==> src/hdl/time_of_day_clock_assert.svh <==
// Assertion macros shared by the time-of-day clock RTL.
`ifndef TIME_OF_DAY_CLOCK_ASSERT_SVH
`define TIME_OF_DAY_CLOCK_ASSERT_SVH

// Same-cycle implication, disabled while reset is high.
`define TOD_ASSERT_IMPLIES(label, clk, rst, ante, cons, msg) \
   label: assert property (@(posedge clk) disable iff (rst) (ante) |-> (cons)) \
      else $error(msg);

// Next-cycle implication, checked at every edge including reset.
`define TOD_ASSERT_NEXT(label, clk, ante, cons, msg) \
   label: assert property (@(posedge clk) (ante) |=> (cons)) else $error(msg);

`endif

==> src/hdl/tod_pkg.sv <==
// Shared types and constants for the time-of-day clock.
package tod_pkg;

   localparam int HOURS_W  = 5;
   localparam int MINSEC_W = 6;
   localparam int AMOUNT_W = 32;
   localparam int TOTAL_W  = 17;
   localparam int DIFF_W   = 18;
   localparam int REM_W    = 12;

   localparam int REQ_TDATA_W = 56;
   localparam int REQ_TUSER_W = 3;
   localparam int RSP_TDATA_W = 40;
   localparam int RSP_TUSER_W = 1;

   localparam logic [HOURS_W-1:0]  MAX_HOUR   = 5'd23;
   localparam logic [MINSEC_W-1:0] MAX_MINSEC = 6'd59;

   localparam logic [TOTAL_W-1:0] SECS_PER_MIN  = 17'd60;
   localparam logic [TOTAL_W-1:0] SECS_PER_HOUR = 17'd3600;
   localparam logic [TOTAL_W-1:0] SECS_PER_DAY  = 17'd86400;

   // floor(t / 3600) = (t * HOUR_RECIP) >> HOUR_SHIFT for every t below one day.
   localparam logic [15:0] HOUR_RECIP = 16'd37283;
   localparam int          HOUR_SHIFT = 27;
   localparam int          HOUR_PROD_W = TOTAL_W + 16;

   // floor(r / 60) = (r * MIN_RECIP) >> MIN_SHIFT for every r below one hour.
   localparam logic [12:0] MIN_RECIP = 13'd4370;
   localparam int          MIN_SHIFT = 18;
   localparam int          MIN_PROD_W = REM_W + 13;

   // One day is 128 * 675 seconds: the low seven bits pass through and the
   // upper part is reduced modulo 675 with a reciprocal multiply.
   localparam int          DAY_LO_W     = 7;
   localparam int          DAY_HI_W     = AMOUNT_W - DAY_LO_W;
   localparam int          DAY_REM_W    = 10;
   localparam logic [9:0]  DAY_HI_DIV   = 10'd675;
   localparam logic [25:0] DAY_HI_RECIP = 26'd50903317;
   localparam int          DAY_HI_SHIFT = 35;
   localparam int          QUOT_W       = 16;
   localparam int          QUOT_PROD_W  = DAY_HI_W + 26;
   localparam int          REM_PROD_W   = QUOT_W + 10;

   // The shift amount is biased by 2^31; this is 2^31 modulo one day.
   localparam logic [TOTAL_W-1:0] BIAS_MOD = 17'd11648;

   localparam int QUEUE_DEPTH = 4;
   localparam int QUEUE_PTR_W = $clog2(QUEUE_DEPTH);
   localparam int QUEUE_CNT_W = QUEUE_PTR_W + 1;

   typedef enum logic [2:0] {
      ACT_SET   = 3'd0,
      ACT_NEXT  = 3'd1,
      ACT_PREV  = 3'd2,
      ACT_SHIFT = 3'd3,
      ACT_DIFF  = 3'd4
   } action_type;

   typedef enum logic [1:0] {
      OP_NONE = 2'd0,
      OP_LOAD = 2'd1,
      OP_ADD  = 2'd2,
      OP_DIFF = 2'd3
   } op_type;

   // Command handed from the front end to the clock datapath.
   typedef struct packed {
      op_type               op;
      logic [TOTAL_W-1:0]   value;
      logic                 bad;
   } cmd_type;

   typedef struct packed {
      logic [HOURS_W-1:0]         hours;
      logic [MINSEC_W-1:0]        minutes;
      logic [MINSEC_W-1:0]        seconds;
      logic signed [DIFF_W-1:0]   diff;
      logic                       bad;
   } result_type;

endpackage

==> src/hdl/tod_front.sv <==
// Front end: accepts request transactions, validates times and reduces shifts modulo one day.
module tod_front (
   input  logic                               clock,
   input  logic                               reset,
   input  logic                               req_tvalid,
   output logic                               req_tready,
   // hours_in[4:0], minutes_in[10:5], seconds_in[16:11], shift_amount[48:17]
   input  logic [tod_pkg::REQ_TDATA_W-1:0]    req_tdata,
   // action[2:0]
   input  logic [tod_pkg::REQ_TUSER_W-1:0]    req_tuser,
   output logic                               cmd_valid,
   input  logic                               cmd_ready,
   output tod_pkg::cmd_type                   cmd
);
   import tod_pkg::*;

   action_type              req_action;
   logic [HOURS_W-1:0]      req_hours;
   logic [MINSEC_W-1:0]     req_minutes;
   logic [MINSEC_W-1:0]     req_seconds;
   logic [AMOUNT_W-1:0]     req_amount;
   logic [AMOUNT_W-1:0]     biased;
   logic [TOTAL_W-1:0]      given_total;
   logic                    time_ok;
   logic [QUOT_PROD_W-1:0]  quot_prod;

   op_type                  a_op_in, a_op_ff;
   logic [TOTAL_W-1:0]      a_value_in, a_value_ff;
   logic                    a_bad_in, a_bad_ff;
   logic                    a_shift_in, a_shift_ff;
   logic                    a_valid_in, a_valid_ff;
   logic [DAY_REM_W-1:0]    a_hi_lo_ff;
   logic [DAY_LO_W-1:0]     a_lo_ff;
   logic [QUOT_W-1:0]       a_quot_ff;

   logic [REM_PROD_W-1:0]   rem_prod;
   logic [DAY_REM_W-1:0]    hi_rem;
   logic [TOTAL_W-1:0]      biased_mod;
   logic [TOTAL_W-1:0]      shift_mod;

   assign req_action  = action_type'(req_tuser);
   assign req_hours   = req_tdata[4:0];
   assign req_minutes = req_tdata[10:5];
   assign req_seconds = req_tdata[16:11];
   assign req_amount  = req_tdata[48:17];

   assign given_total = TOTAL_W'(req_hours) * SECS_PER_HOUR
                      + TOTAL_W'(req_minutes) * SECS_PER_MIN
                      + TOTAL_W'(req_seconds);
   assign time_ok = (req_hours <= MAX_HOUR) && (req_minutes <= MAX_MINSEC)
                 && (req_seconds <= MAX_MINSEC);

   // Flipping the sign bit turns the signed amount into amount + 2^31, which is non-negative.
   assign biased    = {~req_amount[AMOUNT_W-1], req_amount[AMOUNT_W-2:0]};
   assign quot_prod = QUOT_PROD_W'(biased[AMOUNT_W-1:DAY_LO_W])
                    * QUOT_PROD_W'(DAY_HI_RECIP);

   assign req_tready = !a_valid_ff || cmd_ready;

   always_comb begin
      a_op_in    = OP_NONE;
      a_value_in = given_total;
      a_bad_in   = 1'b0;
      a_shift_in = 1'b0;
      unique case (req_action)
         ACT_SET: begin
            if (time_ok) begin
               a_op_in = OP_LOAD;
            end else begin
               a_bad_in = 1'b1;
            end
         end
         ACT_NEXT: begin
            a_op_in    = OP_ADD;
            a_value_in = TOTAL_W'(1);
         end
         ACT_PREV: begin
            a_op_in    = OP_ADD;
            a_value_in = SECS_PER_DAY - TOTAL_W'(1);
         end
         ACT_SHIFT: begin
            a_op_in    = OP_ADD;
            a_shift_in = 1'b1;
         end
         ACT_DIFF: begin
            a_op_in = OP_DIFF;
         end
         default: begin
            a_op_in = OP_NONE;
         end
      endcase
      a_valid_in = req_tready ? req_tvalid : a_valid_ff;
   end

   always_ff @(posedge clock) begin
      if (reset) begin
         a_valid_ff <= 1'b0;
      end else begin
         a_valid_ff <= a_valid_in;
      end
   end

   always_ff @(posedge clock) begin
      if (req_tready) begin
         a_op_ff    <= a_op_in;
         a_value_ff <= a_value_in;
         a_bad_ff   <= a_bad_in;
         a_shift_ff <= a_shift_in;
         a_hi_lo_ff <= biased[DAY_LO_W +: DAY_REM_W];
         a_lo_ff    <= biased[DAY_LO_W-1:0];
         a_quot_ff  <= quot_prod[DAY_HI_SHIFT +: QUOT_W];
      end
   end

   // The true remainder is below 675, so ten low bits of the subtraction are exact.
   assign rem_prod   = REM_PROD_W'(a_quot_ff) * REM_PROD_W'(DAY_HI_DIV);
   assign hi_rem     = a_hi_lo_ff - rem_prod[DAY_REM_W-1:0];
   assign biased_mod = {hi_rem, a_lo_ff};
   assign shift_mod  = (biased_mod >= BIAS_MOD) ? biased_mod - BIAS_MOD
                                                : biased_mod + (SECS_PER_DAY - BIAS_MOD);

   assign cmd_valid = a_valid_ff;
   assign cmd.op    = a_op_ff;
   assign cmd.value = a_shift_ff ? shift_mod : a_value_ff;
   assign cmd.bad   = a_bad_ff;

endmodule

==> src/hdl/tod_queue.sv <==
// Short command queue between the front end and the clock datapath.
module tod_queue (
   input  logic               clock,
   input  logic               reset,
   input  logic               push_valid,
   output logic               push_ready,
   input  tod_pkg::cmd_type   push_data,
   output logic               pop_valid,
   input  logic               pop_ready,
   output tod_pkg::cmd_type   pop_data
);
   import tod_pkg::*;

   cmd_type                 slot_ff [QUEUE_DEPTH];
   logic [QUEUE_PTR_W-1:0]  wr_ptr_in, wr_ptr_ff;
   logic [QUEUE_PTR_W-1:0]  rd_ptr_in, rd_ptr_ff;
   logic [QUEUE_CNT_W-1:0]  count_in, count_ff;
   logic                    push;
   logic                    pop;

   assign push_ready = (count_ff != QUEUE_CNT_W'(QUEUE_DEPTH));
   assign pop_valid  = (count_ff != '0);
   assign push       = push_valid && push_ready;
   assign pop        = pop_valid && pop_ready;
   assign pop_data   = slot_ff[rd_ptr_ff];

   always_comb begin
      wr_ptr_in = push ? wr_ptr_ff + QUEUE_PTR_W'(1) : wr_ptr_ff;
      rd_ptr_in = pop ? rd_ptr_ff + QUEUE_PTR_W'(1) : rd_ptr_ff;
      count_in  = count_ff + QUEUE_CNT_W'(push) - QUEUE_CNT_W'(pop);
   end

   always_ff @(posedge clock) begin
      if (reset) begin
         wr_ptr_ff <= '0;
         rd_ptr_ff <= '0;
         count_ff  <= '0;
      end else begin
         wr_ptr_ff <= wr_ptr_in;
         rd_ptr_ff <= rd_ptr_in;
         count_ff  <= count_in;
      end
   end

   always_ff @(posedge clock) begin
      if (push) begin
         slot_ff[wr_ptr_ff] <= push_data;
      end
   end

endmodule

==> src/hdl/tod_back.sv <==
// Clock datapath: updates the seconds-of-day counter and converts it to hh:mm:ss.
module tod_back (
   input  logic                  clock,
   input  logic                  reset,
   input  logic                  cmd_valid,
   output logic                  cmd_ready,
   input  tod_pkg::cmd_type      cmd,
   output logic                  res_valid,
   input  logic                  res_ready,
   output tod_pkg::result_type   res
);
   import tod_pkg::*;

   logic                     back_en;
   logic                     pop;
   logic [TOTAL_W:0]         sum;
   logic [TOTAL_W-1:0]       sum_wrapped;
   logic [DIFF_W-1:0]        diff_calc;
   logic [TOTAL_W-1:0]       t_in, t_ff;
   logic [DIFF_W-1:0]        x_diff_in;

   logic                     x_valid_ff, y_valid_ff, z_valid_ff, w_valid_ff, o_valid_ff;
   logic [TOTAL_W-1:0]       x_t_ff, y_t_ff;
   logic [DIFF_W-1:0]        x_diff_ff, y_diff_ff, z_diff_ff, w_diff_ff;
   logic                     x_bad_ff, y_bad_ff, z_bad_ff, w_bad_ff;
   logic [HOURS_W-1:0]       y_hours_ff, z_hours_ff, w_hours_ff;
   logic [REM_W-1:0]         z_rem_ff, w_rem_ff;
   logic [MINSEC_W-1:0]      w_minutes_ff;
   logic [HOUR_PROD_W-1:0]   hour_prod;
   logic [TOTAL_W-1:0]       hour_secs;
   logic [MIN_PROD_W-1:0]    min_prod;
   logic [REM_W-1:0]         min_secs;
   result_type               o_res_ff;

   // The whole datapath moves only when the output register is free or being drained.
   assign back_en   = !o_valid_ff || res_ready;
   assign cmd_ready = back_en;
   assign pop       = cmd_valid && back_en;

   assign sum         = {1'b0, t_ff} + {1'b0, cmd.value};
   assign sum_wrapped = (sum >= {1'b0, SECS_PER_DAY}) ? TOTAL_W'(sum - {1'b0, SECS_PER_DAY})
                                                     : sum[TOTAL_W-1:0];
   assign diff_calc   = {1'b0, t_ff} - {1'b0, cmd.value};

   always_comb begin
      t_in      = t_ff;
      x_diff_in = '0;
      unique case (cmd.op)
         OP_LOAD: t_in = cmd.value;
         OP_ADD:  t_in = sum_wrapped;
         OP_DIFF: x_diff_in = diff_calc;
         OP_NONE: t_in = t_ff;
         default: t_in = t_ff;
      endcase
   end

   always_ff @(posedge clock) begin
      if (reset) begin
         t_ff       <= '0;
         x_valid_ff <= 1'b0;
         y_valid_ff <= 1'b0;
         z_valid_ff <= 1'b0;
         w_valid_ff <= 1'b0;
         o_valid_ff <= 1'b0;
      end else begin
         if (pop) begin
            t_ff <= t_in;
         end
         if (back_en) begin
            x_valid_ff <= cmd_valid;
            y_valid_ff <= x_valid_ff;
            z_valid_ff <= y_valid_ff;
            w_valid_ff <= z_valid_ff;
            o_valid_ff <= w_valid_ff;
         end
      end
   end

   assign hour_prod = HOUR_PROD_W'(x_t_ff) * HOUR_PROD_W'(HOUR_RECIP);
   assign hour_secs = TOTAL_W'(y_hours_ff) * SECS_PER_HOUR;
   assign min_prod  = MIN_PROD_W'(z_rem_ff) * MIN_PROD_W'(MIN_RECIP);
   assign min_secs  = REM_W'(w_minutes_ff) * REM_W'(SECS_PER_MIN);

   always_ff @(posedge clock) begin
      if (back_en) begin
         x_t_ff    <= t_in;
         x_diff_ff <= x_diff_in;
         x_bad_ff  <= cmd.bad;

         y_t_ff     <= x_t_ff;
         y_hours_ff <= hour_prod[HOUR_SHIFT +: HOURS_W];
         y_diff_ff  <= x_diff_ff;
         y_bad_ff   <= x_bad_ff;

         z_rem_ff   <= REM_W'(y_t_ff - hour_secs);
         z_hours_ff <= y_hours_ff;
         z_diff_ff  <= y_diff_ff;
         z_bad_ff   <= y_bad_ff;

         w_minutes_ff <= min_prod[MIN_SHIFT +: MINSEC_W];
         w_rem_ff     <= z_rem_ff;
         w_hours_ff   <= z_hours_ff;
         w_diff_ff    <= z_diff_ff;
         w_bad_ff     <= z_bad_ff;

         o_res_ff.hours   <= w_hours_ff;
         o_res_ff.minutes <= w_minutes_ff;
         o_res_ff.seconds <= MINSEC_W'(w_rem_ff - min_secs);
         o_res_ff.diff    <= $signed(w_diff_ff);
         o_res_ff.bad     <= w_bad_ff;
      end
   end

   assign res_valid = o_valid_ff;
   assign res       = o_res_ff;

endmodule

==> src/hdl/time_of_day_clock.sv <==
// Top level of the 24-hour hh:mm:ss time-of-day clock.
// Path: a request passes the front-end register, the command queue and back-end stages x, y, z, w and o.
// Throughput: one transaction per cycle while neither side stalls, set by the combinational add-and-wrap of
// the seconds-of-day counter; a four-entry command queue lets the two sides stall independently.
// Reset: synchronous; the stored time returns to 00:00:00 and the queue and pipelines empty.
`include "time_of_day_clock_assert.svh"

module time_of_day_clock (
   input  logic                               clock,
   input  logic                               reset,
   input  logic                               req_tvalid,
   output logic                               req_tready,
   // hours_in[4:0], minutes_in[10:5], seconds_in[16:11], shift_amount[48:17]
   input  logic [tod_pkg::REQ_TDATA_W-1:0]    req_tdata,
   // action[2:0]
   input  logic [tod_pkg::REQ_TUSER_W-1:0]    req_tuser,
   output logic                               rsp_tvalid,
   input  logic                               rsp_tready,
   // hours_out[4:0], minutes_out[10:5], seconds_out[16:11], difference[34:17]
   output logic [tod_pkg::RSP_TDATA_W-1:0]    rsp_tdata,
   // bad_time[0]
   output logic [tod_pkg::RSP_TUSER_W-1:0]    rsp_tuser
);
   import tod_pkg::*;

   logic        front_valid;
   logic        front_ready;
   cmd_type     front_cmd;
   logic        cmd_valid;
   logic        cmd_ready;
   cmd_type     cmd;
   result_type  res;

   tod_front u_front (
      .clock      (clock),
      .reset      (reset),
      .req_tvalid (req_tvalid),
      .req_tready (req_tready),
      .req_tdata  (req_tdata),
      .req_tuser  (req_tuser),
      .cmd_valid  (front_valid),
      .cmd_ready  (front_ready),
      .cmd        (front_cmd)
   );

   tod_queue u_queue (
      .clock      (clock),
      .reset      (reset),
      .push_valid (front_valid),
      .push_ready (front_ready),
      .push_data  (front_cmd),
      .pop_valid  (cmd_valid),
      .pop_ready  (cmd_ready),
      .pop_data   (cmd)
   );

   tod_back u_back (
      .clock      (clock),
      .reset      (reset),
      .cmd_valid  (cmd_valid),
      .cmd_ready  (cmd_ready),
      .cmd        (cmd),
      .res_valid  (rsp_tvalid),
      .res_ready  (rsp_tready),
      .res        (res)
   );

   assign rsp_tdata = {(RSP_TDATA_W - DIFF_W - 2 * MINSEC_W - HOURS_W)'(0),
                       res.diff, res.seconds, res.minutes, res.hours};
   assign rsp_tuser = res.bad;

   // Loads and additions must already be reduced below one day when they leave the front end.
   `TOD_ASSERT_IMPLIES(a_cmd_in_day, clock, reset, front_valid && (front_cmd.op == OP_LOAD || front_cmd.op == OP_ADD), front_cmd.value < SECS_PER_DAY, "command value not reduced modulo one day")
   `TOD_ASSERT_IMPLIES(a_rsp_time_legal, clock, reset, rsp_tvalid, res.hours <= MAX_HOUR && res.minutes <= MAX_MINSEC && res.seconds <= MAX_MINSEC, "response time out of range")
   `TOD_ASSERT_IMPLIES(a_bad_no_diff, clock, reset, rsp_tvalid && res.bad, res.diff == '0, "rejected set carries a nonzero difference")
   `TOD_ASSERT_NEXT(a_reset_empty, clock, reset, !rsp_tvalid, "response valid right after reset")

endmodule

==> config.mk <==
export PLATFORM = sky130hd
export DESIGN_NAME = time_of_day_clock
export DESIGN_NICKNAME = d
export VERILOG_FILES = /design/src/hdl/tod_pkg.sv /design/src/hdl/tod_front.sv /design/src/hdl/tod_queue.sv /design/src/hdl/tod_back.sv /design/src/hdl/time_of_day_clock.sv
export VERILOG_INCLUDE_DIRS = /design/src /design/src/hdl
export SDC_FILE = /design/constraint.sdc
export NUM_CORES = 2
export LEC_CHECK = 0
export ABC_AREA = 1
export BUFFER_PORTS_ARGS = -buffer_cell sky130_fd_sc_hd__buf_2
export CORE_AREA = 2 2 294 296
export CTS_CLUSTER_DIAMETER = 100
export DETAILED_ROUTE_END_ITERATION = 16
export DIE_AREA = 0 0 296 298
export PLACE_DENSITY = 0.55
export SLEW_MARGIN = 15
export SYNTH_ARGS = -nofsm -noshare
export SYNTH_HDL_FRONTEND = slang
export SYNTH_SLANG_ARGS = --single-unit
==> constraint.sdc <==
create_clock -name clock -period 6.9 [get_ports clock]
set_input_delay 0.69 -clock clock [delete_from_list [all_inputs] [get_ports clock]]
set_output_delay 0.69 -clock clock [all_outputs]
set_load 0.02 [all_outputs]
==> impl.org <==
** STA
- Post-route clock period utilization :: 87.7%
- On the final layout, the worst clock skew is 0.0262 ns.
- The number of failing hold endpoints at the final stage is 0.
- Fin Hold WS :: 0.297 ns
- The number of max-slew violations in the final report came to 0.
- Setup repair after global routing left no endpoint under its margin.
- At the pin with the least slew margin, the transition time is 1.04 ns.
- Final-report setup violation count :: 0
- Final-layout setup total negative slack :: 0 ns
- Timing would allow up to 0.165 GHz.
- Slew HR :: 30.6%
- Period minus WS final :: 6.05 ns

** Worst hold path
- Number of cells traversed by the worst hold path :: 1
- Path class of the lowest-slack min-delay path :: primary input to register

** Critical path
- At the worst endpoint, the required time is 7.19 ns.
- Tracing the worst setup path back leads to its startpoint at req_tdata[46].
- Of all nets on the critical path, the largest fanout is 7.
- The endpoint identified for the worst register-to-register timing path is u_back.y_hours_ff[4]$_DFFE_PN_.
- R2R Path Start :: u_back.x_t_ff[9]$_DFFE_PN_
- Following the worst setup path forward leads to its endpoint at u_front.a_quot_ff[8]$_DFFE_PP_.
- Depth of the worst register-to-register path :: 18
- Setup slack of the most critical reg-to-reg path :: 1.69 ns
- STA puts the critical path data arrival time at 6.34 ns.
- The worst setup path is of the primary input to register kind.
- The worst setup path is launched from a primary input.
- Crit end category :: register

** Detailed routing
- In this run, the number of DRC markers left after iteration 0 of detailed routing was 969.
- After detailed routing, the average wire length per cell comes to 14.9 um.
- Via count :: 22066
- ANT nets after route :: 0
- Routed WL :: 69600 um
- After detailed routing, the number of vias per cell comes to 4.72.
- Number of iterations in the first detailed-routing pass :: 5
- DRC viols :: 0

** Global route
- In the global route stage, met1 resource usage came out at 21.6%.
- Most used routing layer in global routing :: met2
- Pin count of the biggest net entering global routing :: 100
- GRT Overall Usage :: 16.2%
- The number of global-route vias before repair is 22207.
- Met3 track utilization from global routing :: 1.78%
- For this run the aggregate overflow at the end of global routing stands at 0.
- The first global-routing pass estimated 114000 um of wire.
- Antenna violations before repair :: 0
- Global-route met2 utilization :: 28.4%

** Clock network
- Post-CTS setup buffer count :: 0
- TritonCTS built the clock tree.
- Clock transition at the registers of the reported paths :: 0.06 ns
- Insertion delay to the later sink of the worst-skew pair :: 0.57 ns
- Post-cts sizing count :: 0
- CTS saw 340 sinks.
- Number of buffers inserted for hold repair after clock tree synthesis :: 0
- Clock buffers created by TritonCTS :: 40
- Buffer depth of the longest clock path :: 3
- The clock tree synthesis step divided the H-tree into 2 levels.
- The cell sitting at the root of the clock tree is a clkbuf_16.

** Place
- Post-Place Cell Area :: 34700 um^2
- Quantity of I/O buffers inserted on ports :: 93
- DP HPWL :: 56400 um
- The congestion estimate from routability-driven global placement came to 0.863.

** Finish
- Cell area after layout :: 36000 um^2
- Flip-flop and latch area :: 9890 um^2
- Count of antenna diodes in the layout :: 0
- Synth-to-Final Area Change :: 9.60%
- Summing all multi-input logic gate instances after layout gives 19900 um^2.
- In the final design database the tool counted 4437 nets.
- Fin util :: 42.4%
- Count of fill cells added during filler insertion :: 8395
- Cells with a size suffix above 1 make up 7.51% of the layout.

** Yosys
- Share of the yosys chip area belonging to registers :: 30.1%
- The synthesized design devotes to its leading area cell type 28.2% of total area.
- The Yosys step of the flow raised 0 warnings.
- Summing every instance area after synthesis gives 32800 um^2.
- Synthesis instantiated 63 different standard cells from the library.
- By instance count, the leading cell after synthesis is inv_1.
- Mean instance size in the synthesized netlist :: 9.71 um^2
- Summed over all instances, the cell type with the most area after synthesis is edfxtp_1.
- Async set-or-reset flop fraction in the synthesized netlist :: 0%
- By area the synthesized netlist is led by edfxtp_1 (28%), ha_1 (23%), fa_1 (17%).
- Number of flops mapped to enable cells by yosys :: 308
- Number of storage elements in the synthesis netlist :: 340
- Most used DFF post-synth :: edfxtp_1
- Synthesis produced a netlist whose cell count is 3383.
- Sorting the synthesized cells by how often they occur yields inv_1 (731), ha_1 (601), nand2_1 (502).

** Die
- Effective utilization at floorplan :: 38.7%
- The core region is 84900 um^2.
- The die covers 88200 um^2.
- The floorplan has 107 rows.
- Die X :: 296 um
- The die is 298 um tall.
- In this run the count of I/O pins placed on the die edge is 106.

** Run
- Max-capacitance violation count :: 0

** Outcome
- Run status :: finished clean
-- layer usage --
metal / share of wire (%) / vias to the layer above
li1: - / 11194
met2: 49 / 277
met4: 1.6 / 0
met5: 0 / -
met3: 2.8 / 64
met1: 47 / 10531
-- registers in the layout, indices dropped and copies added (netlist names), 6 cells and up, named ones only --
signal / flops
u_back.y_t_ff: 12
u_front.a_lo_ff: 7
u_back.w_diff_ff: 18
u_back.w_minutes_ff: 6
u_back.z_rem_ff: 12
u_back.res: 36
u_back.t_ff: 17
u_back.x_diff_ff: 18
u_back.x_t_ff: 17
u_back.w_rem_ff: 6
u_back.z_diff_ff: 18
u_back.y_diff_ff: 18
u_front.a_hi_lo_ff: 10
u_front.a_value_ff: 17
u_queue.slot_ff: 80
u_front.a_quot_ff: 10
-- worst min path at each step --
stage	start	end	slack [ns]
floorplan	u_back.w_bad_ff$_DFFE_PN_	u_back.res[0]$_DFFE_PN_	0.40
global placement	u_back.y_t_ff[1]$_DFFE_PN_	u_back.z_rem_ff[1]$_DFFE_PN_	0.40
detailed placement	u_back.w_diff_ff[15]$_DFFE_PN_	u_back.res[16]$_DFFE_PN_	0.40
CTS	req_tdata[17]	u_front.a_lo_ff[0]$_DFFE_PP_	0.26
global route	req_tdata[17]	u_front.a_lo_ff[0]$_DFFE_PP_	0.26
finish	req_tdata[17]	u_front.a_lo_ff[0]$_DFFE_PP_	0.30
-- area by class of cell --
cell class                      count  area share [%]
Clock buffer                       53            3.00
Inverter                          754            7.89
Sequential cell                   340            27.5
Multi-Input combinational cell   2247            55.3
Timing Repair Buffer              114            1.73
Tap cell                         1144            3.98
Clock inverter                     20           0.608
-- metrics by stage --
stage                     cells  setup slack, ns
final                      4672            0.849
after global placement     4599            0.283
after detailed placement   4599            0.239
after floorplan            3387             1.06
after CTS                  4672            0.830
after global routing       4672            0.497
-- worst max-delay path, stage by stage --
cell and delay, ns:
buf_2 0.21, inv_1 0.09, fa_1 0.51, fa_1 0.52
inv_1 0.06, fa_1 0.54, inv_1 0.06, fa_1 0.52
fa_1 0.56, fa_1 0.55, inv_1 0.04, ha_1 0.28
ha_1 0.41, nand2_1 0.12, nor2_1 0.11, inv_1 0.06
nor2_1 0.12, and3_1 0.18, nand2_1 0.05, o211ai_1 0.34
nand2_1 0.08, o311ai_0 0.12, xor2_1 0.11
-- logic make-up after synthesis --
| family | synth area share, % |
|---|---|
| other cells | 0.0114 |
| simple gates | 11.7 |
| buf+inv | 9.32 |
| compound gates | 6.59 |
| xor+xnor | 2.50 |
| flops | 30.1 |
| fa+ha+maj | 39.7 |
-- cells in the final DEF, fill, tap and decap left out, types with 21 or more instances in the layout --
cell       instances
inv_1            730
ha_1             601
nand2_1          502
edfxtp_1         308
fa_1             276
a21oi_1          172
nor2_1           157
nand3_1          125
o21ai_0           99
buf_2             93
xor2_1            51
clkbuf_16         40
xnor2_1           39
dfxtp_1           32
a31oi_1           23
nor3_1            23
buf_4             21
Power is left out: the tool's default activity adds up to more than one toggle a clock period on the data nets, which glitch-free logic cannot reach.
